==> config.mk <==
export PLATFORM = sky130hd
export DESIGN_NAME = gls_dp
export DESIGN_NICKNAME = d
export VERILOG_FILES = /design/src/rtl/core/gls_pkg.sv /design/src/rtl/core/gls_dp.sv
export SDC_FILE = /design/constraint.sdc
export NUM_CORES = 2
export LEC_CHECK = 0
export BUFFER_PORTS_ARGS = -buffer_cell sky130_fd_sc_hd__buf_2
export CAP_MARGIN = 25
export CORE_AREA = 3 3 369 371
export CTS_CLUSTER_DIAMETER = 30
export DETAILED_ROUTE_END_ITERATION = 10
export DIE_AREA = 0 0 372 374
export HOLD_SLACK_MARGIN = 0.06
export PLACE_DENSITY = 0.66
export SETUP_SLACK_MARGIN = 0.5
export SYNTH_ARGS = -nofsm -noshare
export SYNTH_HDL_FRONTEND = slang
export SYNTH_SLANG_ARGS = --single-unit
==> constraint.sdc <==
create_clock -name clock -period 20.9 [get_ports clock]
set_input_delay 4.18 -clock clock [delete_from_list [all_inputs] [get_ports clock]]
set_output_delay 4.18 -clock clock [all_outputs]
set_load 0.01 [all_outputs]
==> src/rtl/core/gls_pkg.sv <==
`timescale 1ns / 1ps

package gls_pkg;

   localparam int LAYER_CNT = 2;
   localparam int IN_W      = 16;
   localparam int HID_W     = 16;
   localparam int LAY_W     = 1;
   localparam int ROW_W     = 4;
   localparam int CNT_W     = 5;
   localparam int K_W       = 5;
   localparam int ACC_W     = 40;
   localparam int Q_ONE     = 4096;

   localparam int W_DEPTH      = 3072;
   localparam int W_AW         = 12;
   localparam int W_LAYER_SPAN = 1536;
   localparam int W_GATE_SPAN  = 512;
   localparam int B_DEPTH      = 96;
   localparam int B_AW         = 7;
   localparam int B_LAYER_SPAN = 48;
   localparam int B_GATE_SPAN  = 16;
   localparam int H_DEPTH      = 32;
   localparam int H_AW         = 5;
   localparam int CP_W         = 6;

   localparam logic [LAY_W-1:0] TOP_LAYER = LAY_W'(LAYER_CNT - 1);

   localparam logic signed [ACC_W-1:0] RND_HALF = 2048;
   localparam logic signed [ACC_W-1:0] SAT_HI   = 32767;
   localparam logic signed [ACC_W-1:0] SAT_LO   = -32768;

   typedef logic signed [15:0] q_type;

   typedef enum logic [1:0] {
      CMD_LOAD_W    = 2'd0,
      CMD_LOAD_INIT = 2'd1,
      CMD_START     = 2'd2,
      CMD_ELEM      = 2'd3
   } cmd_type;

   typedef enum logic [1:0] {
      GATE_Z = 2'd0,
      GATE_R = 2'd1,
      GATE_C = 2'd2
   } gate_type;

   typedef enum logic [1:0] {
      KIND_IN   = 2'd0,
      KIND_HID  = 2'd1,
      KIND_BIAS = 2'd2
   } kind_type;

   typedef enum logic [1:0] {
      OP_IBUF = 2'd0,
      OP_HID  = 2'd1,
      OP_G    = 2'd2
   } op_src_type;

   typedef enum logic [3:0] {
      ST_IDLE,
      ST_COPY,
      ST_BIAS,
      ST_MAC,
      ST_DRAIN,
      ST_FACT,
      ST_FMUL,
      ST_FWR,
      ST_ERD,
      ST_ELD,
      ST_EOUT
   } state_type;

   typedef struct packed {
      logic [1:0] command;
      logic       layer_index;
      logic [3:0] gate_part;
      logic [3:0] row_index;
      logic [3:0] column_index;
      q_type      value;
      logic       use_initial;
      logic       last_element;
   } req_type;

   typedef struct packed {
      q_type      hidden_value;
      logic [3:0] hidden_index;
      logic       last_result;
   } rsp_type;

   typedef struct packed {
      logic     ok;
      gate_type gate;
      kind_type kind;
   } part_dec_type;

   typedef struct packed {
      logic             w_we;
      logic [W_AW-1:0]  w_waddr;
      logic [W_AW-1:0]  w_raddr;
      logic             b_we;
      logic [B_AW-1:0]  b_waddr;
      logic [B_AW-1:0]  b_raddr;
      logic             i_we;
      logic [H_AW-1:0]  i_waddr;
      logic [H_AW-1:0]  i_raddr;
      q_type            wdata;
   } st_ctrl_type;

   typedef struct packed {
      logic [H_AW-1:0]  hid_raddr;
      logic             hid_we;
      logic [H_AW-1:0]  hid_waddr;
      q_type            hid_wdata;
      logic             hid_clear;
      logic             ib_we;
      logic [ROW_W-1:0] ib_waddr;
      q_type            ib_wdata;
      op_src_type       op_src;
      logic [ROW_W-1:0] op_idx;
      logic             op_zero;
      logic             z_we;
      logic             g_we;
      logic [ROW_W-1:0] zg_waddr;
      q_type            zg_wdata;
      logic [ROW_W-1:0] z_raddr;
   } vec_ctrl_type;

   typedef struct packed {
      logic     issue;
      logic     acc_load;
      logic     fin_sat;
      logic     fin_act;
      logic     fin_mul;
      gate_type gate;
   } dp_ctrl_type;

   function automatic part_dec_type part_dec(input logic [3:0] part);
      part_dec_type d;
      d = '{ok: 1'b1, gate: GATE_Z, kind: KIND_IN};
      unique case (part)
         4'd0: d = '{ok: 1'b1, gate: GATE_Z, kind: KIND_IN};
         4'd1: d = '{ok: 1'b1, gate: GATE_Z, kind: KIND_HID};
         4'd2: d = '{ok: 1'b1, gate: GATE_Z, kind: KIND_BIAS};
         4'd3: d = '{ok: 1'b1, gate: GATE_R, kind: KIND_IN};
         4'd4: d = '{ok: 1'b1, gate: GATE_R, kind: KIND_HID};
         4'd5: d = '{ok: 1'b1, gate: GATE_R, kind: KIND_BIAS};
         4'd6: d = '{ok: 1'b1, gate: GATE_C, kind: KIND_IN};
         4'd7: d = '{ok: 1'b1, gate: GATE_C, kind: KIND_HID};
         4'd8: d = '{ok: 1'b1, gate: GATE_C, kind: KIND_BIAS};
         default: d.ok = 1'b0;
      endcase
      return d;
   endfunction

   // layer, gate, kind (input / hidden), row, column
   function automatic logic [W_AW-1:0] w_addr(input logic [LAY_W-1:0] lay, input gate_type g,
                                              input logic kind, input logic [ROW_W-1:0] row,
                                              input logic [ROW_W-1:0] col);
      return W_AW'(lay) * W_AW'(W_LAYER_SPAN) + W_AW'(g) * W_AW'(W_GATE_SPAN)
             + W_AW'({kind, row, col});
   endfunction

   function automatic logic [B_AW-1:0] b_addr(input logic [LAY_W-1:0] lay, input gate_type g,
                                              input logic [ROW_W-1:0] row);
      return B_AW'(lay) * B_AW'(B_LAYER_SPAN) + B_AW'(g) * B_AW'(B_GATE_SPAN) + B_AW'(row);
   endfunction

   // round half up to Q4.12, saturate to 16 bits
   function automatic q_type rnd_sat(input logic signed [ACC_W-1:0] a);
      logic signed [ACC_W-1:0] t;
      t = (a + RND_HALF) >>> 12;
      if (t > SAT_HI)
         return 16'sh7fff;
      else if (t < SAT_LO)
         return 16'sh8000;
      return t[15:0];
   endfunction

   // sigmoid samples at steps of 0.5 over [0, 8]
   function automatic logic [11:0] sig_tab(input logic [4:0] idx);
      logic [11:0] v;
      unique case (idx)
         5'd0:  v = 12'd2048;
         5'd1:  v = 12'd2550;
         5'd2:  v = 12'd2994;
         5'd3:  v = 12'd3349;
         5'd4:  v = 12'd3608;
         5'd5:  v = 12'd3785;
         5'd6:  v = 12'd3902;
         5'd7:  v = 12'd3976;
         5'd8:  v = 12'd4022;
         5'd9:  v = 12'd4051;
         5'd10: v = 12'd4069;
         5'd11: v = 12'd4079;
         5'd12: v = 12'd4086;
         5'd13: v = 12'd4090;
         5'd14: v = 12'd4092;
         5'd15: v = 12'd4094;
         default: v = 12'd4095;
      endcase
      return v;
   endfunction

   function automatic logic [12:0] sig_q(input q_type x);
      logic [15:0] a;
      logic [4:0]  idx;
      logic [10:0] frac;
      logic [11:0] t0;
      logic [11:0] t1;
      logic [22:0] pr;
      logic [11:0] y;
      a    = x[15] ? 16'(-x) : 16'(x);
      idx  = a[15:11];
      frac = a[10:0];
      t0   = sig_tab(idx);
      t1   = sig_tab(5'(idx + 5'd1));
      pr   = 23'(t1 - t0) * 23'(frac);
      y    = (idx >= 5'd16) ? 12'd4095 : t0 + 12'(pr >> 11);
      return x[15] ? 13'(Q_ONE) - {1'b0, y} : {1'b0, y};
   endfunction

   // tanh(x) = 2 sig(2x) - 1
   function automatic logic signed [13:0] tanh_q(input q_type x);
      logic signed [16:0] d2;
      q_type              d;
      logic signed [14:0] t;
      d2 = {x, 1'b0};
      if (d2 > 17'sd32767)
         d = 16'sh7fff;
      else if (d2 < -17'sd32768)
         d = 16'sh8000;
      else
         d = d2[15:0];
      t = $signed({1'b0, sig_q(d), 1'b0}) - 15'sd4096;
      return t[13:0];
   endfunction

endpackage

==> src/rtl/core/gls_dp.sv <==
`timescale 1ns / 1ps

// MAC pipeline (read -> product -> accumulate) and gate finishing math.
module gls_dp (
   input  logic                clock,
   input  logic                reset,
   input  gls_pkg::dp_ctrl_type ctrl,
   input  gls_pkg::q_type      w_data,
   input  gls_pkg::q_type      op_data,
   input  gls_pkg::q_type      b_data,
   input  gls_pkg::q_type      h_data,
   input  gls_pkg::q_type      z_data,
   output logic                busy,
   output gls_pkg::q_type      z_out,
   output gls_pkg::q_type      g_out,
   output gls_pkg::q_type      h_out
);
   import gls_pkg::*;

   logic                    rd_vld_ff;
   logic                    prod_vld_ff;
   logic signed [31:0]      prod_ff;
   logic signed [ACC_W-1:0] acc_ff;
   q_type                   s_ff;
   q_type                   act_ff;
   q_type                   hq_ff;
   q_type                   zq_ff;
   logic signed [31:0]      p1_ff;
   logic signed [31:0]      p2_ff;
   q_type                   m1;
   logic signed [ACC_W-1:0] p1_ext;
   logic signed [ACC_W-1:0] p2_ext;

   always_ff @(posedge clock) begin
      if (reset) begin
         rd_vld_ff   <= 1'b0;
         prod_vld_ff <= 1'b0;
      end else begin
         rd_vld_ff   <= ctrl.issue;
         prod_vld_ff <= rd_vld_ff;
      end
   end

   always_ff @(posedge clock) begin
      if (rd_vld_ff)
         prod_ff <= w_data * op_data;
      if (ctrl.acc_load)
         acc_ff <= {{(ACC_W-28){b_data[15]}}, b_data, 12'b0};
      else if (prod_vld_ff)
         acc_ff <= acc_ff + {{(ACC_W-32){prod_ff[31]}}, prod_ff};
   end

   assign m1 = (ctrl.gate == GATE_R) ? act_ff : 16'sd4096 - zq_ff;

   always_ff @(posedge clock) begin
      if (ctrl.fin_sat)
         s_ff <= rnd_sat(acc_ff);
      if (ctrl.fin_act) begin
         hq_ff <= h_data;
         zq_ff <= z_data;
         if (ctrl.gate == GATE_C)
            act_ff <= 16'(tanh_q(s_ff));
         else
            act_ff <= $signed({3'b0, sig_q(s_ff)});
      end
      if (ctrl.fin_mul) begin
         p1_ff <= m1 * hq_ff;
         p2_ff <= zq_ff * act_ff;
      end
   end

   assign p1_ext = {{(ACC_W-32){p1_ff[31]}}, p1_ff};
   assign p2_ext = {{(ACC_W-32){p2_ff[31]}}, p2_ff};

   assign busy  = rd_vld_ff | prod_vld_ff;
   assign z_out = act_ff;
   assign g_out = rnd_sat(p1_ext);
   assign h_out = rnd_sat(p1_ext + p2_ext);

endmodule

==> results.tsv <==
stage	metric	value	unit
place	IO buf count	137	
final_layout	Filler cells	13003	
logic_synthesis	EDFF count, synth	184	
global_routing	number of global-route vias before repair	42205	
sta	skew final	18.89	ps
place	RD Place Congestion	0.8910	
logic_synthesis	synthesized area	53270	um^2
clock_network	Clock Latency Late Sink	530	ps
logic_synthesis	asr flop ratio synth	0	%
logic_synthesis	Synth Area in Compound Gates	9.254	%
detailed_routing	met3 routed WL	8952	um
clock_network	CTS max path bufs	2	
die	FP Rows	134	
detailed_routing	ANT nets after route	0	
logic_synthesis	Post-Synth Adder-Cell Area	49.20	%
logic_synthesis	largest family of logic cells by synthesized area	adder cells	
detailed_routing	top sig layer	met5	
worst_setup_path	CP max stage cell	a2bb2oi_1	
clock_network	Post-CTS Setup Bufs	0	
run	max_cap viols	0	
clock_network	clk root buf	clkbuf_16	
logic_synthesis	Synth Area per Inst	9.066	um^2
worst_setup_path	Top delay family on crit path	compound AO/OA/AOI/OAI gates	
sta	Finish-stage setup viols	0	
logic_synthesis	Synth warnings	0	
final_layout	P&R area growth vs syn	6.186	%
final_layout	Final nets	7486	
sta	fmax	75.60	MHz
min_path	Hold Path Class	flop to flop	
global_routing	initial antenna violation count	7	
logic_synthesis	post-synthesis simple-gate area fraction	15.54	%
detailed_routing	routed length on met2	62410	um
detailed_routing	DR DRC count	0	
global_routing	total gr overflow	0	
die	io pins	138	
worst_setup_path	Req. time, crit path	21160	ps
clock_network	CTS resizes	0	
global_routing	largest net degree at the start of global routing	63	
die	Initial Util	39.97	%
logic_synthesis	XOR/XNOR Fraction of Synth Area	4.864	%
logic_synthesis	Primary FF master, synth	edfxtp_1	
die	DIE WIDTH	372	um
clock_network	clock sinks	198	
final_layout	Non-Filler Instances	7689	
worst_setup_path	Setup crit start kind	flop	
global_routing	GRT Total Usage	19.52	%
logic_synthesis	Post-Syn Instances	5876	
sta	fin crit period	13230	ps
die	die area	139100	um^2
logic_synthesis	Seq/Total Area, Yosys	10.90	%
logic_synthesis	Synthesized Nets	7460	
worst_setup_path	CP Class	flop to flop	
run_status	status	finished, final reports clean	
die	Die Span Y	374	um
detailed_routing	vias per cell	5.184	
clock_network	htree depth	4	
detailed_routing	WL/cell	17.08	um
clock_network	Worst-path clk slew	90	ps
logic_synthesis	Netlist cell types	101	
sta	Final TNS setup	0	ps
sta	final hold slack	485.0	ps
logic_synthesis	post-synthesis mux area share	0.5191	%
final_layout	share of cells above drive strength 1	5.055	%
worst_setup_path	CP dominant cell by count	fa_1	
sta	max-slew violations	0	
logic_synthesis	FF+latch count, synth	198	
detailed_routing	Met1 Wirelength	57060	um
sta	final hold violations	0	
detailed_routing	1st-iter DRT viols	2207	
clock_network	TritonCTS clock tree	built	
sta	Tcrit/Tclk final	63.29	%
detailed_routing	Total Wirelength	131300	um
sta	Relative slew margins	25.01	%
detailed_routing	DR pass1 iterations	5	
global_routing	global-route wire length before repair	219000	um
die	core area	133300	um^2
worst_setup_path	WP data arrival	13490	ps
place	placed instance count	7646	
detailed_routing	total number of vias	39860	
worst_setup_path	crit-path max cell delay	730	ps
worst_setup_path	Critical Path End Type	flop	
place	HPWL Detailed	107400	um
sta	RSZ-0062 raised after global routing	false	
final_layout	final core utilization	42.44	%
clock_network	CTS buffer count	17	
worst_setup_path	Worst Path Buf+Inv	3	
sta	Worst Tran Pin Value	1121	ps
worst_setup_path	largest fanout on the critical path	18	
clock_network	Hold-fix buffers, CTS	0	
[cells in the mapped netlist (16+ instances only)]
library cell	count	area (um^2)
and3_1	28	175.2
xnor2_1	200	1752
o21ai_1	19	95.09
mux2i_1	22	220.2
a21oi_1	196	980.9
a21o_1	93	698.2
o211ai_1	22	165.2
a211oi_1	22	165.2
clkbuf_1	178	668.1
o31ai_1	21	157.7
o21ai_0	179	895.9
nor3_1	44	220.2
edfxtp_1	184	5525
o21a_1	32	240.2
and2_1	304	1902
nor2_1	237	889.6
xor2_1	87	762.0
inv_1	1175	4410
ha_1	497	6218
a31oi_1	28	175.2
fa_1	998	19980
or2_2	16	100.1
nand3_1	77	385.4
or3_1	29	181.4
o21bai_1	18	135.1
nor2b_1	70	437.9
nand2b_1	78	488.0
nand2_1	768	2883
[cell usage in the layout, fill, tap and decap left out, types with 7 or more instances in the layout]
cell type,instances
a211o_1,9
a211oi_1,22
a21o_1,93
a21oi_1,196
a221oi_1,9
a31o_2,8
a31oi_1,28
and2_1,304
and3_1,28
buf_2,137
buf_4,66
clkbuf_16,17
dfxtp_1,14
edfxtp_1,184
fa_1,998
ha_1,497
inv_1,1175
mux2i_1,22
nand2_1,768
nand2b_1,78
nand3_1,77
nand3b_1,8
nand4_1,15
nor2_1,237
nor2b_1,70
nor3_1,44
nor4_1,7
o2111ai_1,7
o211ai_1,22
o21a_1,32
o21ai_0,179
o21ai_1,19
o21bai_1,18
o22ai_1,10
o31ai_1,21
or2_2,16
or3_1,29
or4_1,9
xnor2_1,200
xor2_1,87
[sequential cells by signal, indices dropped and copies added (netlist names)]
signal and flops:
p2_ff 30, hq_ff 16, p1_ff 32, s_ff 16, acc_ff 40, z_out 14, rd_vld_ff 1, prod_ff 32
zq_ff 16, prod_vld_ff 1
[path summary, 6_finish.rpt]
check                                            start                 endpoint  slack [ps]  cells after the start
worst max-delay path                 s_ff[0]$_DFFE_PP_  z_out[13]$_SDFFCE_PN0P_        7670                     44
worst min-delay path            acc_ff[9]$_SDFFE_PP0P_   acc_ff[9]$_SDFFE_PP0P_         480                      2
worst max register to register       s_ff[0]$_DFFE_PP_  z_out[13]$_SDFFCE_PN0P_        7670                     44
worst min register to register  acc_ff[9]$_SDFFE_PP0P_   acc_ff[9]$_SDFFE_PP0P_         480                      2
[tightest hold or removal path, delay by kind of cell (launching register included)]
family             cells  cell delay, ps
DFF                    1             330
and+or+nand+nor        1              70
AOI/OAI and AO/OA      1              50
[area by class of cell]
cell class / instances / area, um^2 / area share (%)
Inverter: 1178 / 4422 / 7.817
Sequential cell: 198 / 5806 / 10.26
Tap cell: 1768 / 2212 / 3.911
Timing Repair Buffer: 204 / 1209 / 2.137
Clock inverter: 15 / 195.2 / 0.3450
Clock buffer: 17 / 425.4 / 0.7520
Antenna cell: 6 / 15.01 / 0.02654
Multi-Input combinational cell: 4303 / 42280 / 74.75
[metrics by stage]
| step | area (um^2) | worst slack (ps) |
|---|---|---|
| finish | 56570 | 7673 |
| global route | 56550 | 6527 |
| CTS | 56500 | 7750 |
| detailed placement | 55870 | 7822 |
| global placement | 55870 | 8034 |
| floorplan | 53270 | 9267 |
[per-layer routing]
metal / up-vias / track usage (%)
met5: - / 0
met4: 6 / 4.844
met3: 147 / 3.408
met2: 1131 / 32.37
met1: 20081 / 26.43
li1: 18495 / -
[kinds of logic after synthesis]
logic type,after synthesis
AOI/OAI and AO/OA,760
xor gates and xnor gates,291
adders and majority gates,1496
buffers and inverters,1375
DFF,198
muxes,27
and+or+nand+nor,1729
Power is not shown: default switching activity piles up to over one toggle a cycle in this logic, so the estimate is an artifact.
