[src/rtl/core/gls_pkg.sv]
`timescale 1ns / 1ps

package gls_pkg;

   localparam int LAYER_CNT = 2;
   localparam int IN_W      = 16;
   localparam int HID_W     = 16;
   localparam int LAY_W     = 1;
   localparam int ROW_W     = 4;
   localparam int CNT_W     = 5;
   localparam int K_W       = 5;
   localparam int ACC_W     = 40;
   localparam int Q_ONE     = 4096;

   localparam int W_DEPTH      = 3072;
   localparam int W_AW         = 12;
   localparam int W_LAYER_SPAN = 1536;
   localparam int W_GATE_SPAN  = 512;
   localparam int B_DEPTH      = 96;
   localparam int B_AW         = 7;
   localparam int B_LAYER_SPAN = 48;
   localparam int B_GATE_SPAN  = 16;
   localparam int H_DEPTH      = 32;
   localparam int H_AW         = 5;
   localparam int CP_W         = 6;

   localparam logic [LAY_W-1:0] TOP_LAYER = LAY_W'(LAYER_CNT - 1);

   localparam logic signed [ACC_W-1:0] RND_HALF = 2048;
   localparam logic signed [ACC_W-1:0] SAT_HI   = 32767;
   localparam logic signed [ACC_W-1:0] SAT_LO   = -32768;

   typedef logic signed [15:0] q_type;

   typedef enum logic [1:0] {
      CMD_LOAD_W    = 2'd0,
      CMD_LOAD_INIT = 2'd1,
      CMD_START     = 2'd2,
      CMD_ELEM      = 2'd3
   } cmd_type;

   typedef enum logic [1:0] {
      GATE_Z = 2'd0,
      GATE_R = 2'd1,
      GATE_C = 2'd2
   } gate_type;

   typedef enum logic [1:0] {
      KIND_IN   = 2'd0,
      KIND_HID  = 2'd1,
      KIND_BIAS = 2'd2
   } kind_type;

   typedef enum logic [1:0] {
      OP_IBUF = 2'd0,
      OP_HID  = 2'd1,
      OP_G    = 2'd2
   } op_src_type;

   typedef enum logic [3:0] {
      ST_IDLE,
      ST_COPY,
      ST_BIAS,
      ST_MAC,
      ST_DRAIN,
      ST_FACT,
      ST_FMUL,
      ST_FWR,
      ST_ERD,
      ST_ELD,
      ST_EOUT
   } state_type;

   typedef struct packed {
      logic [1:0] command;
      logic       layer_index;
      logic [3:0] gate_part;
      logic [3:0] row_index;
      logic [3:0] column_index;
      q_type      value;
      logic       use_initial;
      logic       last_element;
   } req_type;

   typedef struct packed {
      q_type      hidden_value;
      logic [3:0] hidden_index;
      logic       last_result;
   } rsp_type;

   typedef struct packed {
      logic     ok;
      gate_type gate;
      kind_type kind;
   } part_dec_type;

   typedef struct packed {
      logic             w_we;
      logic [W_AW-1:0]  w_waddr;
      logic [W_AW-1:0]  w_raddr;
      logic             b_we;
      logic [B_AW-1:0]  b_waddr;
      logic [B_AW-1:0]  b_raddr;
      logic             i_we;
      logic [H_AW-1:0]  i_waddr;
      logic [H_AW-1:0]  i_raddr;
      q_type            wdata;
   } st_ctrl_type;

   typedef struct packed {
      logic [H_AW-1:0]  hid_raddr;
      logic             hid_we;
      logic [H_AW-1:0]  hid_waddr;
      q_type            hid_wdata;
      logic             hid_clear;
      logic             ib_we;
      logic [ROW_W-1:0] ib_waddr;
      q_type            ib_wdata;
      op_src_type       op_src;
      logic [ROW_W-1:0] op_idx;
      logic             op_zero;
      logic             z_we;
      logic             g_we;
      logic [ROW_W-1:0] zg_waddr;
      q_type            zg_wdata;
      logic [ROW_W-1:0] z_raddr;
   } vec_ctrl_type;

   typedef struct packed {
      logic     issue;
      logic     acc_load;
      logic     fin_sat;
      logic     fin_act;
      logic     fin_mul;
      gate_type gate;
   } dp_ctrl_type;

   function automatic part_dec_type part_dec(input logic [3:0] part);
      part_dec_type d;
      d = '{ok: 1'b1, gate: GATE_Z, kind: KIND_IN};
      unique case (part)
         4'd0: d = '{ok: 1'b1, gate: GATE_Z, kind: KIND_IN};
         4'd1: d = '{ok: 1'b1, gate: GATE_Z, kind: KIND_HID};
         4'd2: d = '{ok: 1'b1, gate: GATE_Z, kind: KIND_BIAS};
         4'd3: d = '{ok: 1'b1, gate: GATE_R, kind: KIND_IN};
         4'd4: d = '{ok: 1'b1, gate: GATE_R, kind: KIND_HID};
         4'd5: d = '{ok: 1'b1, gate: GATE_R, kind: KIND_BIAS};
         4'd6: d = '{ok: 1'b1, gate: GATE_C, kind: KIND_IN};
         4'd7: d = '{ok: 1'b1, gate: GATE_C, kind: KIND_HID};
         4'd8: d = '{ok: 1'b1, gate: GATE_C, kind: KIND_BIAS};
         default: d.ok = 1'b0;
      endcase
      return d;
   endfunction

   // layer, gate, kind (input / hidden), row, column
   function automatic logic [W_AW-1:0] w_addr(input logic [LAY_W-1:0] lay, input gate_type g,
                                              input logic kind, input logic [ROW_W-1:0] row,
                                              input logic [ROW_W-1:0] col);
      return W_AW'(lay) * W_AW'(W_LAYER_SPAN) + W_AW'(g) * W_AW'(W_GATE_SPAN)
             + W_AW'({kind, row, col});
   endfunction

   function automatic logic [B_AW-1:0] b_addr(input logic [LAY_W-1:0] lay, input gate_type g,
                                              input logic [ROW_W-1:0] row);
      return B_AW'(lay) * B_AW'(B_LAYER_SPAN) + B_AW'(g) * B_AW'(B_GATE_SPAN) + B_AW'(row);
   endfunction

   // round half up to Q4.12, saturate to 16 bits
   function automatic q_type rnd_sat(input logic signed [ACC_W-1:0] a);
      logic signed [ACC_W-1:0] t;
      t = (a + RND_HALF) >>> 12;
      if (t > SAT_HI)
         return 16'sh7fff;
      else if (t < SAT_LO)
         return 16'sh8000;
      return t[15:0];
   endfunction

   // sigmoid samples at steps of 0.5 over [0, 8]
   function automatic logic [11:0] sig_tab(input logic [4:0] idx);
      logic [11:0] v;
      unique case (idx)
         5'd0:  v = 12'd2048;
         5'd1:  v = 12'd2550;
         5'd2:  v = 12'd2994;
         5'd3:  v = 12'd3349;
         5'd4:  v = 12'd3608;
         5'd5:  v = 12'd3785;
         5'd6:  v = 12'd3902;
         5'd7:  v = 12'd3976;
         5'd8:  v = 12'd4022;
         5'd9:  v = 12'd4051;
         5'd10: v = 12'd4069;
         5'd11: v = 12'd4079;
         5'd12: v = 12'd4086;
         5'd13: v = 12'd4090;
         5'd14: v = 12'd4092;
         5'd15: v = 12'd4094;
         default: v = 12'd4095;
      endcase
      return v;
   endfunction

   function automatic logic [12:0] sig_q(input q_type x);
      logic [15:0] a;
      logic [4:0]  idx;
      logic [10:0] frac;
      logic [11:0] t0;
      logic [11:0] t1;
      logic [22:0] pr;
      logic [11:0] y;
      a    = x[15] ? 16'(-x) : 16'(x);
      idx  = a[15:11];
      frac = a[10:0];
      t0   = sig_tab(idx);
      t1   = sig_tab(5'(idx + 5'd1));
      pr   = 23'(t1 - t0) * 23'(frac);
      y    = (idx >= 5'd16) ? 12'd4095 : t0 + 12'(pr >> 11);
      return x[15] ? 13'(Q_ONE) - {1'b0, y} : {1'b0, y};
   endfunction

   // tanh(x) = 2 sig(2x) - 1
   function automatic logic signed [13:0] tanh_q(input q_type x);
      logic signed [16:0] d2;
      q_type              d;
      logic signed [14:0] t;
      d2 = {x, 1'b0};
      if (d2 > 17'sd32767)
         d = 16'sh7fff;
      else if (d2 < -17'sd32768)
         d = 16'sh8000;
      else
         d = d2[15:0];
      t = $signed({1'b0, sig_q(d), 1'b0}) - 15'sd4096;
      return t[13:0];
   endfunction

endpackage

[src/rtl/core/gls_vec.sv]
`timescale 1ns / 1ps

// Vector stores: hidden state (valid bits give the zero reset), input
// buffer, z and r*h scratch. Operand mux after the registered reads.
module gls_vec (
   input  logic                 clock,
   input  logic                 reset,
   input  gls_pkg::vec_ctrl_type ctrl,
   output gls_pkg::q_type       hid_rdata,
   output gls_pkg::q_type       z_rdata,
   output gls_pkg::q_type       op_data
);
   import gls_pkg::*;

   q_type hid_mem [H_DEPTH];
   q_type ib_mem  [IN_W];
   q_type z_mem   [HID_W];
   q_type g_mem   [HID_W];

   logic [H_DEPTH-1:0] hid_vld_ff;
   logic [H_DEPTH-1:0] hid_vld_in;
   q_type              hid_q_ff;
   logic               hid_v_ff;
   q_type              ib_q_ff;
   q_type              g_q_ff;
   q_type              z_q_ff;
   op_src_type         sel_ff;
   logic               zero_ff;

   always_comb begin
      hid_vld_in = hid_vld_ff;
      if (ctrl.hid_clear)
         hid_vld_in = '0;
      if (ctrl.hid_we)
         hid_vld_in[ctrl.hid_waddr] = 1'b1;
   end

   always_ff @(posedge clock) begin
      if (reset) begin
         hid_vld_ff <= '0;
      end else begin
         hid_vld_ff <= hid_vld_in;
      end
   end

   always_ff @(posedge clock) begin
      if (ctrl.hid_we)
         hid_mem[ctrl.hid_waddr] <= ctrl.hid_wdata;
      hid_q_ff <= hid_mem[ctrl.hid_raddr];
      hid_v_ff <= hid_vld_ff[ctrl.hid_raddr];
   end

   always_ff @(posedge clock) begin
      if (ctrl.ib_we)
         ib_mem[ctrl.ib_waddr] <= ctrl.ib_wdata;
      ib_q_ff <= ib_mem[ctrl.op_idx];
   end

   always_ff @(posedge clock) begin
      if (ctrl.z_we)
         z_mem[ctrl.zg_waddr] <= ctrl.zg_wdata;
      z_q_ff <= z_mem[ctrl.z_raddr];
   end

   always_ff @(posedge clock) begin
      if (ctrl.g_we)
         g_mem[ctrl.zg_waddr] <= ctrl.zg_wdata;
      g_q_ff <= g_mem[ctrl.op_idx];
   end

   always_ff @(posedge clock) begin
      sel_ff  <= ctrl.op_src;
      zero_ff <= ctrl.op_zero;
   end

   assign hid_rdata = hid_v_ff ? hid_q_ff : '0;
   assign z_rdata   = z_q_ff;

   always_comb begin
      case (sel_ff)
         OP_IBUF: op_data = zero_ff ? '0 : ib_q_ff;
         OP_HID:  op_data = hid_rdata;
         OP_G:    op_data = g_q_ff;
         default: op_data = '0;
      endcase
   end

endmodule

[config.mk]
export PLATFORM = sky130hd
export DESIGN_NAME = gls_vec
export DESIGN_NICKNAME = d
export VERILOG_FILES = /design/src/rtl/core/gls_pkg.sv /design/src/rtl/core/gls_vec.sv
export SDC_FILE = /design/constraint.sdc
export NUM_CORES = 1
export LEC_CHECK = 0
export ABC_AREA = 0
export BUFFER_PORTS_ARGS = -buffer_cell sky130_fd_sc_hd__buf_2
export CAP_MARGIN = 20
export CELL_PAD_IN_SITES_DETAIL_PLACEMENT = 0
export CELL_PAD_IN_SITES_GLOBAL_PLACEMENT = 1
export CORE_MARGIN = 2
export CORE_UTILIZATION = 30
export CTS_BUF_LIST = sky130_fd_sc_hd__clkbuf_2 sky130_fd_sc_hd__clkbuf_4 sky130_fd_sc_hd__clkbuf_8
export CTS_CLUSTER_SIZE = 28
export DETAILED_ROUTE_END_ITERATION = 10
export GPL_TIMING_DRIVEN = 0
export PLACE_DENSITY = 0.48
export SKIP_LAST_GASP = 1
export SYNTH_ARGS = -nofsm -noshare
export SYNTH_HDL_FRONTEND = slang
export SYNTH_SLANG_ARGS = --single-unit
[constraint.sdc]
create_clock -name clock -period 2.84 [get_ports clock]
set_clock_uncertainty 0.1 [all_clocks]
set_input_delay 0.284 -clock clock [delete_from_list [all_inputs] [get_ports clock]]
set_output_delay 0.284 -clock clock [all_outputs]
set_load 0.02 [all_outputs]
==> results.py, run 1 <==
metrics = {
    "clock_tree": {
        "numClockSinks": 1380,
        "cts_tree": "done",
        "clock_latency_ps": 960,
        "numCtsBuffers": 228,
        "clkTransAtPathRegs_ps": 70,
        "cts-root-buf": "clkbuf_8",
        "clock_path_buffers": 3,
        "htree_levels": 4,
    },
    "timing": {
        "post-route-period-util_pct": 97.22,
        "setup_tns_ps": 0,
        "relSlewSlack_pct": 30.90,
        "max_freq_ghz": 0.3622,
        "rsz0062_at_grt": "false",
        "layout_min_cycle_time_ps": 2761,
        "setup_viol": 0,
        "hold_viol_final": 0,
        "worst_pin_slew_ps": 1035,
        "maxSlewViolCount": 0,
    },
    "routing": {
        "via_per_inst": 4.749,
        "drt-total-wl_um": 141800,
        "drt_iter0_drc": 1930,
        "dr.pass1.iters": 5,
        "vias": 26600,
        "ant_nets": 0,
        "drc_errors": 0,
        "wl_per_cell_um": 25.32,
    },
    "setup_path": {
        "max_stage_delay_ps": 690,
        "crit_top_cell": "dlygate4sd3_1",
        "slowest_stage": "dlygate4sd3_1",
        "crit_type": "input pin to flip-flop",
        "critical_path_buf_inv_count": 5,
        "startpoint_type": "input pin",
        "crit_family": "buffers and inverters",
        "crit_arrival_ps": 3220,
        "cp_cell_sequence": "dlygate4sd3_1 -> buf_2 -> nand2_1 -> dlygate4sd3_1 -> nor2_1 -> dlygate4sd3_1 -> nand3_1 -> inv_1",
        "cp_max_fo": 16,
        "endpoint_kind": "flip-flop",
        "cp.required_ps": 3290,
    },
    "power_and_ir_drop": {
        "power_frac_comb_pct": 6.0,
        "p_seq_share_pct": 52.4,
        "leakage_nw": 21.23,
        "p_switching_mw": 9.993,
        "powerDensity_mw_per_mm2": 689.1,
        "internal_power_mw": 33.58,
        "peakVddDrop_mv": 0.5991,
        "swShare_pct": 22.93,
        "p_clk_share_pct": 41.6,
    },
    "finish": {
        "final_cell_area_mm2": 0.06323,
        "final_layout_size_suffix_gt1_share_pct": 27.52,
        "syn_to_final_growth_pct": 20.80,
        "final.fill_count": 16080,
        "nNetsFinal": 3160,
    },
    "die": {
        "die_w_um": 421.7,
        "io_pins": 132,
        "die_y_um": 421.7,
        "initial_utilization_pct": 30.14,
        "core-area_mm2": 0.1736,
        "die_area_mm2": 0.1778,
        "num_rows": 153,
    },
    "synthesis": {
        "ys.flop_type": "edfxtp_1",
        "syn_inst": 2558,
        "synth_nets": 2642,
        "avgSynthCellArea_um2": 20.46,
        "synth_seq_cells": 1380,
        "ys_warn_count": 0,
        "synth_top_family_by_area": "multiplexers",
        "muxShareOfSynthArea_pct": 15.89,
        "yosys.area_share.simple_pct": 2.431,
        "synth-compound-area-share_pct": 2.799,
        "synth_top_area_share_pct": 73.44,
        "async_flop_share_pct": 0,
        "synth_largest_area_cell": "edfxtp_1",
        "yosys-top-cells-count": "edfxtp_1, mux2i_1, mux4_2",
        "synthDistinctLibCells": 30,
        "synth_edf_count": 1280,
        "seq_area_frac_synth_pct": 77.26,
        "synth_area_mm2": 0.05234,
        "synth.most_common_cell": "edfxtp_1",
        "synth_area_leaders": "edfxtp_1, mux4_2, mux2i_1",
        "synth_xor_xnor_area_share_pct": 0,
        "synthAdderAreaFrac_pct": 0,
    },
    "grt": {
        "use_met2_pct": 26.70,
        "use_met3_pct": 3.200,
        "grt_usage_pct": 15.78,
        "antenna_found_initial": 2,
        "grt_pass1_vias": 28170,
        "met1_usage_pct": 20.27,
        "grt-ovfl-total": 0,
        "grt_pass1_wl_um": 201900,
        "top_usage_layer": "met2",
        "grt_max_degree": 33,
    },
    "placed_design": {
        "placed_cell_area_mm2": 0.05734,
        "dp_hpwl_um": 93380,
        "io_buffers": 122,
        "gp_congestion": 0.7829,
    },
    "worst_hold_path": {
        "hold_class": "input pin to flip-flop",
    },
    "flow_run": {
        "max_cap_viol_count": 0,
    },
    "run_status": {
        "status": "finished clean",
    },
}
-- power by group through the flow --
stage	Sequential [mW]	Combinational [mW]	Clock, mW
2_1_floorplan	23.2	1.29	0
3_3_place_gp	23.2	2.46	0
3_5_place_dp	23.2	2.58	0
4_1_cts	22.8	2.70	18.7
5_1_grt	22.8	2.80	19.6
6_report	22.8	2.63	18.1
-- worst paths after layout --
path | start | endpoint | slack, ps | cells past startpoint
hold / removal | ctrl[27] | ib_q_ff[11] | 110 | 4
setup reg to reg | z_mem[7][0] | z_rdata[0] | 190 | 4
hold reg to reg | hid_vld_ff[29] | hid_vld_ff[29] | 370 | 2
setup / recovery | ctrl[76] | hid_mem[9][9] | 80 | 8
-- through the flow --
step	worst slack (ps)	hold WS (ps)	cells	utilization [%]	total power, mW
after global routing	18.16	44.77	5600	36.41	45.19
after floorplan	400.9	211.7	2558	-	24.48
final	79.00	107.9	5601	36.41	43.57
after global placement	-1338	290.8	5005	32.17	25.67
after detailed placement	-703.3	288.8	5073	33.02	25.81
after CTS	22.31	5.072	5598	36.40	44.22
-- cell usage in the layout, fill, tap and decap left out, drive strengths merged --
master,netlist,routed
mux4,240,240
clkinvlp,0,3
and2,1,1
nor3,21,21
bufinv,0,11
nor2,90,90
buf,72,265
nand2,68,68
a22o,34,34
a31oi,17,17
a21oi,66,66
diode,0,2
nand4,17,17
a22oi,84,84
dfxtp,100,100
mux2i,272,272
nand3b,7,7
or2,5,5
clkbuf,74,382
dlygate4sd3,0,100
nor2b,3,3
inv,28,34
edfxtp,1280,1280
clkinv,0,95
nand2b,7,7
o22ai,16,16
nand3,40,40
or3b,6,6
or3,10,10
-- timing repair --
item	in CTS	in global routing
pin swaps	0	1
gates resized for setup	16	3
setup endpoints to repair	17	11
setup buffers	0	0
hold buffers	100	0
endpoints found under the hold margin	2055	0
-- metal layers --
metal	vias to the layer above	wire length [um]
met5	-	0
met4	0	3947
met3	226	6787
met2	659	70710
met1	14100	60390
li1	11620	-
-- worst min-delay path: cells and delay by family --
family / cells / cell delay (ps)
multiplexers: 2 / 450
buffers and inverters: 2 / 380
-- final cells by class --
class / count / area, um^2 / area share [%]
flip-flops and latches: 1380 / 40440 / 63.97
well taps: 2325 / 2909 / 4.601
plain buffers: 142 / 743.2 / 1.175
clock inverters: 115 / 927.1 / 1.466
diodes: 2 / 5.005 / 0.007916
clock buffers: 313 / 3889 / 6.151
inverters: 28 / 105.1 / 0.1662
repair buffers: 292 / 2927 / 4.629
multi-input cells: 1004 / 11280 / 17.84
-- state kept, by name, summed over array words and instances (netlist names) --
register    count
zero_ff         1
g_mem         256
z_mem         256
hid_mem       512
hid_v_ff        1
g_q_ff         16
sel_ff          2
ib_q_ff        16
hid_vld_ff     32
z_rdata        16
ib_mem        256
hid_q_ff       16
-- kinds of logic after synthesis --
logic type / count (synthesis)
mux: 512
buf+inv: 174
compound gates: 217
simple gates: 275
flops: 1380
(Power assumes the default switching activity.)
==> run 2: changes to the inputs <==
GPL_TIMING_DRIVEN = default   (was 0)
==> run 2 against run 1 <==
Setup slack gained 34 ps; combinational power shrank 6%; clock-buffer cell count grew 34; maximum frequency grew 1.2%; sequential power is essentially flat; die area is the same; non-clock buffer count shrank 63; final cell count shrank 1.2%; highest routed layer is now met5; utilization shrank 0.40 points.
==> results.py, run 2 (same netlist as run 1, synthesis figures left out) <==
metrics = {
    "die": {
        "die_y_um": 421.7,
        "initial_utilization_pct": 30.14,
        "num_rows": 153,
        "die_area_mm2": 0.1778,
        "core-area_mm2": 0.1736,
        "die_w_um": 421.7,
        "io_pins": 132,
    },
    "routing": {
        "drc_errors": 0,
        "via_per_inst": 4.731,
        "drt-total-wl_um": 137700,
        "drt_iter0_drc": 1890,
        "dr.pass1.iters": 5,
        "ant_nets": 0,
        "wl_per_cell_um": 24.88,
        "vias": 26190,
    },
    "finish": {
        "final_cell_area_mm2": 0.06254,
        "final_layout_size_suffix_gt1_share_pct": 29.24,
        "largest_register_ffs": 512,
        "layout_commonest_cell": "edfxtp_1",
        "syn_to_final_growth_pct": 19.49,
        "most-common-layout-cells": "edfxtp_1, mux2i_1, clkbuf_8, mux4_2, buf_2",
        "final.fill_count": 16110,
        "max_flop_register": "hid_mem",
        "nNetsFinal": 3097,
    },
    "timing": {
        "maxSlewViolCount": 0,
        "layout_min_cycle_time_ps": 2727,
        "relSlewSlack_pct": 39.05,
        "hold_ws_ps": 99.28,
        "worst_pin_slew_ps": 914.2,
        "rsz0062_at_grt": "true",
        "setup_tns_ps": 0,
        "hold_viol_final": 0,
        "setup_viol": 0,
        "post-route-period-util_pct": 96.03,
        "max_freq_ghz": 0.3667,
    },
    "setup_path": {
        "max_stage_delay_ps": 390,
        "cp_cell_sequence": "nor2_1 -> buf_4 -> a22oi_1 -> o22ai_1 -> buf_2",
        "cp_max_fo": 16,
        "endpoint_kind": "output pin",
        "cp.required_ps": 2460,
        "crit_type": "flip-flop to output pin",
        "crit_arrival_ps": 2340,
        "startpoint_type": "flip-flop",
        "r2r_setup_slack_ps": 520,
        "slowest_stage": "a22oi_1",
    },
    "grt": {
        "grt_max_degree": 70,
        "grt_pass1_wl_um": 196500,
        "grt_pass1_vias": 27810,
        "antenna_found_initial": 12,
        "grt_usage_pct": 15.30,
        "grt-ovfl-total": 0,
    },
    "placed_design": {
        "gp_congestion": 0.7627,
        "io_buffers": 131,
        "placed_cell_area_mm2": 0.05665,
        "dp_hpwl_um": 78490,
    },
    "power_and_ir_drop": {
        "peakVddDrop_mv": 0.3878,
        "p_switching_mw": 9.797,
        "swShare_pct": 22.67,
        "leakage_nw": 21.16,
        "internal_power_mw": 33.42,
        "p_clk_share_pct": 41.3,
        "powerDensity_mw_per_mm2": 691.1,
        "p_seq_share_pct": 52.9,
        "power_frac_comb_pct": 5.7,
        "p_total_mw": 43.22,
    },
    "clock_tree": {
        "clock_path_buffers": 3,
        "cts-root-buf": "clkbuf_8",
        "clkTransAtPathRegs_ps": 60,
        "numClockSinks": 1380,
        "numCtsBuffers": 228,
        "clock_latency_ps": 930,
        "cts_tree": "done",
        "htree_levels": 4,
    },
    "run_status": {
        "status": "finished clean",
    },
    "worst_hold_path": {
        "hold_class": "input pin to flip-flop",
    },
    "flow_run": {
        "max_cap_viol_count": 0,
    },
}
[run 2: per-stage QoR]
| step | util (%) | setup slack (ps) | cells |
|---|---|---|---|
| final | 36.02 | 112.8 | 5536 |
| after global routing | 36.02 | -58.44 | 5535 |
| after CTS | 35.99 | -70.71 | 5530 |
| after detailed placement | 32.63 | 233.1 | 5001 |
| after global placement | 32.63 | 186.5 | 5001 |
| after floorplan | - | 400.9 | 2558 |
[run 2: layer usage]
metal | global-route usage (%) | part of all wire (%)
met3 | 2.804 | 4.2
met1 | 19.95 | 43
met4 | 5.293 | 2.6
met5 | 0 | 0.039
met2 | 25.59 | 50
[run 2: critical path, delay by kind of cell (launching register included)]
family          cells  cell delay [ps]
compound gates      2              560
simple gates        1               60
buf+inv             2              410
flops               1              370
[run 2: repair_timing]
item | 4_1_cts | 5_1_grt
endpoints found under the hold margin | 2253 | 0
endpoints found under the setup margin | 16 | 5
hold buffers | 104 | 0
pin swaps | 0 | 0
resized for setup | 6 | 2
cloned | 0 | 0
buffers inserted | 0 | 2
[run 2: power by group through the flow]
stage	sequential, mW	combinational [mW]	clock, mW
after detailed placement	23.3	2.39	0
after floorplan	23.2	1.29	0
final	22.9	2.47	17.9
after global placement	23.3	2.35	0
after CTS	22.9	2.52	18.5
after global routing	22.9	2.64	19.3
[run 2: final timing paths]
check / cells after the start / startpoint / to
setup / recovery: 5 / sel_ff[1] / op_data[1]
hold / removal: 3 / ctrl[27] / g_q_ff[1]
setup reg to reg: 6 / hid_mem[25][9] / hid_q_ff[9]
hold reg to reg: 2 / hid_vld_ff[12] / hid_vld_ff[12]
[run 2: cell type report]
type | instances | area, um^2 | area share (%)
clock inverters | 78 | 561.8 | 0.8983
multi-input cells | 1004 | 11280 | 18.04
flip-flops and latches | 1380 | 40440 | 64.67
inverters | 28 | 105.1 | 0.1681
well taps | 2325 | 2909 | 4.652
clock buffers | 347 | 4207 | 6.726
repair buffers | 371 | 3024 | 4.836
diodes | 3 | 7.507 | 0.01200
==> run 3: changes to the inputs <==
CORE_ASPECT_RATIO = 0.5   (was default)
==> run 3 against run 2 <==
Die area rose by 0.12%; first-iteration DRC count is 4.7% lower; register-to-register slack better by 170 ps; highest routed layer is now met4.
==> results.py, run 3 (same netlist as run 1, synthesis figures left out) <==
metrics = {
    "run_status": {
        "status": "finished clean",
    },
    "setup_path": {
        "endpoint_kind": "output pin",
        "max_stage_delay_ps": 350,
        "r2r_setup_slack_ps": 690,
        "crit_arrival_ps": 2320,
        "cp.required_ps": 2460,
        "startpoint_type": "flip-flop",
        "cp_cell_sequence": "buf_4 -> a22oi_1 -> buf_4 -> o22ai_1 -> buf_2",
        "crit_type": "flip-flop to output pin",
        "cp_max_fo": 17,
        "slowest_stage": "buf_4",
        "crit_top_cell": "buf_4",
    },
    "routing": {
        "wl_per_cell_um": 24.99,
        "drt-total-wl_um": 137700,
        "vias": 25960,
        "drt_iter0_drc": 1802,
        "via_per_inst": 4.713,
        "drc_errors": 0,
        "dr.pass1.iters": 5,
        "ant_nets": 0,
    },
    "power_and_ir_drop": {
        "p_switching_mw": 9.523,
        "internal_power_mw": 32.95,
        "p_seq_share_pct": 53.7,
        "power_frac_comb_pct": 5.9,
        "swShare_pct": 22.42,
        "peakVddDrop_mv": 0.3438,
        "powerDensity_mw_per_mm2": 680.0,
        "p_clk_share_pct": 40.4,
        "p_total_mw": 42.47,
        "leakage_nw": 21.08,
    },
    "finish": {
        "layout_commonest_cell": "edfxtp_1",
        "max_flop_register": "hid_mem",
        "final.fill_count": 16140,
        "most-common-layout-cells": "edfxtp_1, mux2i_1, clkbuf_8, mux4_2, buf_4",
        "nNetsFinal": 3112,
        "largest_register_ffs": 512,
        "instances_no_fill": 5509,
        "syn_to_final_growth_pct": 19.34,
        "final_layout_size_suffix_gt1_share_pct": 29.12,
    },
    "die": {
        "die_w_um": 594.7,
        "initial_utilization_pct": 30.19,
        "io_pins": 132,
        "core-area_mm2": 0.1734,
        "die_area_mm2": 0.1780,
        "die_y_um": 299.4,
        "num_rows": 108,
    },
    "timing": {
        "rsz0062_at_grt": "true",
        "maxSlewViolCount": 0,
        "relSlewSlack_pct": 48.55,
        "setup_viol": 0,
        "worst_pin_slew_ps": 771.8,
        "layout_min_cycle_time_ps": 2709,
        "post-route-period-util_pct": 95.39,
        "setup_tns_ps": 0,
        "max_freq_ghz": 0.3691,
        "hold_ws_ps": 131.2,
        "hold_viol_final": 0,
        "layout_setup_ws_ps": 131.0,
    },
    "placed_design": {
        "gp_congestion": 0.7306,
        "post-place-ws_ps": 485.8,
        "dp.cells": 5022,
        "io_buffers": 131,
        "dp_hpwl_um": 77870,
    },
    "clock_tree": {
        "htree_levels": 4,
        "numCtsBuffers": 209,
        "cts-root-buf": "clkbuf_8",
        "clock_latency_ps": 940,
        "numClockSinks": 1380,
        "cts_tree": "done",
        "clock_path_buffers": 4,
        "clkTransAtPathRegs_ps": 60,
    },
    "grt": {
        "antenna_found_initial": 4,
        "grt_pass1_wl_um": 196500,
        "grt_usage_pct": 15.30,
        "grt_max_degree": 65,
        "grt_pass1_vias": 27110,
        "grt-ovfl-total": 0,
    },
    "worst_hold_path": {
        "hold_class": "input pin to flip-flop",
    },
    "flow_run": {
        "max_cap_viol_count": 0,
    },
}
-- run 3: cell count changes in the layout (fill, tap and decap cells not counted), sizes merged --
cell | previous run | this run
clkbuf | 348 | 325
diode | 3 | 2
clkinvlp | 2 | 6
inv | 39 | 28
bufinv | 3 | 6
buf | 266 | 303
dlygate4sd3 | 104 | 101
clkinv | 62 | 44
-- run 3: final timing paths --
check | from | end | depth (start not counted)
worst min-delay path | ctrl[77] | hid_q_ff[6] | 6
worst max-delay path | sel_ff[1] | op_data[14] | 5
worst max register to register | hid_mem[27][9] | hid_q_ff[9] | 6
worst min register to register | hid_vld_ff[13] | hid_vld_ff[13] | 2
-- run 3: final cells by class --
| class | count | area, um^2 | share of cell area, % |
|---|---|---|---|
| Inverter | 28 | 105.1 | 0.1683 |
| Sequential cell | 1380 | 40440 | 64.75 |
| Clock buffer | 324 | 3921 | 6.278 |
| Timing Repair Buffer | 405 | 3393 | 5.433 |
| Antenna cell | 2 | 5.005 | 0.008013 |
| Multi-Input combinational cell | 1004 | 11290 | 18.08 |
| Tap cell | 2310 | 2890 | 4.627 |
| Clock inverter | 56 | 410.4 | 0.6571 |
-- run 3: routing by layer --
metal	global-route usage, %	share of wire (%)
met4	3.694	1.9
met3	2.903	4.2
met5	0	0
met2	24.86	47
met1	21.24	47
-- run 3: repair_timing --
| item | 4_1_cts | 5_1_grt |
|---|---|---|
| hold buffers | 101 | 0 |
| hold endpoints to repair | 1821 | 0 |
| gates resized for setup | 7 | 2 |
| setup buffers | 0 | 4 |
| setup endpoints to repair | 16 | 12 |
-- run 3: power by group through the flow --
| stage | Sequential (mW) | Combinational, mW | Clock, mW |
|---|---|---|---|
| finish | 22.8 | 2.52 | 17.1 |
| global route | 22.8 | 2.71 | 18.6 |
| CTS | 22.8 | 2.57 | 17.7 |
| detailed placement | 23.3 | 2.45 | 0 |
| global placement | 23.2 | 2.42 | 0 |
| floorplan | 23.2 | 1.29 | 0 |
-- run 3: worst max-delay path: cells and delay by family, from the launching register on --
| family | cells | cell delay, ps |
|---|---|---|
| flip-flops | 1 | 330 |
| AO/OA/AOI/OAI | 2 | 350 |
| buffers and inverters | 3 | 750 |
-- run 3: stage by stage --
stage | cell area [um^2] | util, %
floorplan | 52340 | -
global placement | 57030 | 32.90
detailed placement | 57030 | 32.90
CTS | 62400 | 35.99
global route | 62460 | 36.02
finish | 62460 | 36.03
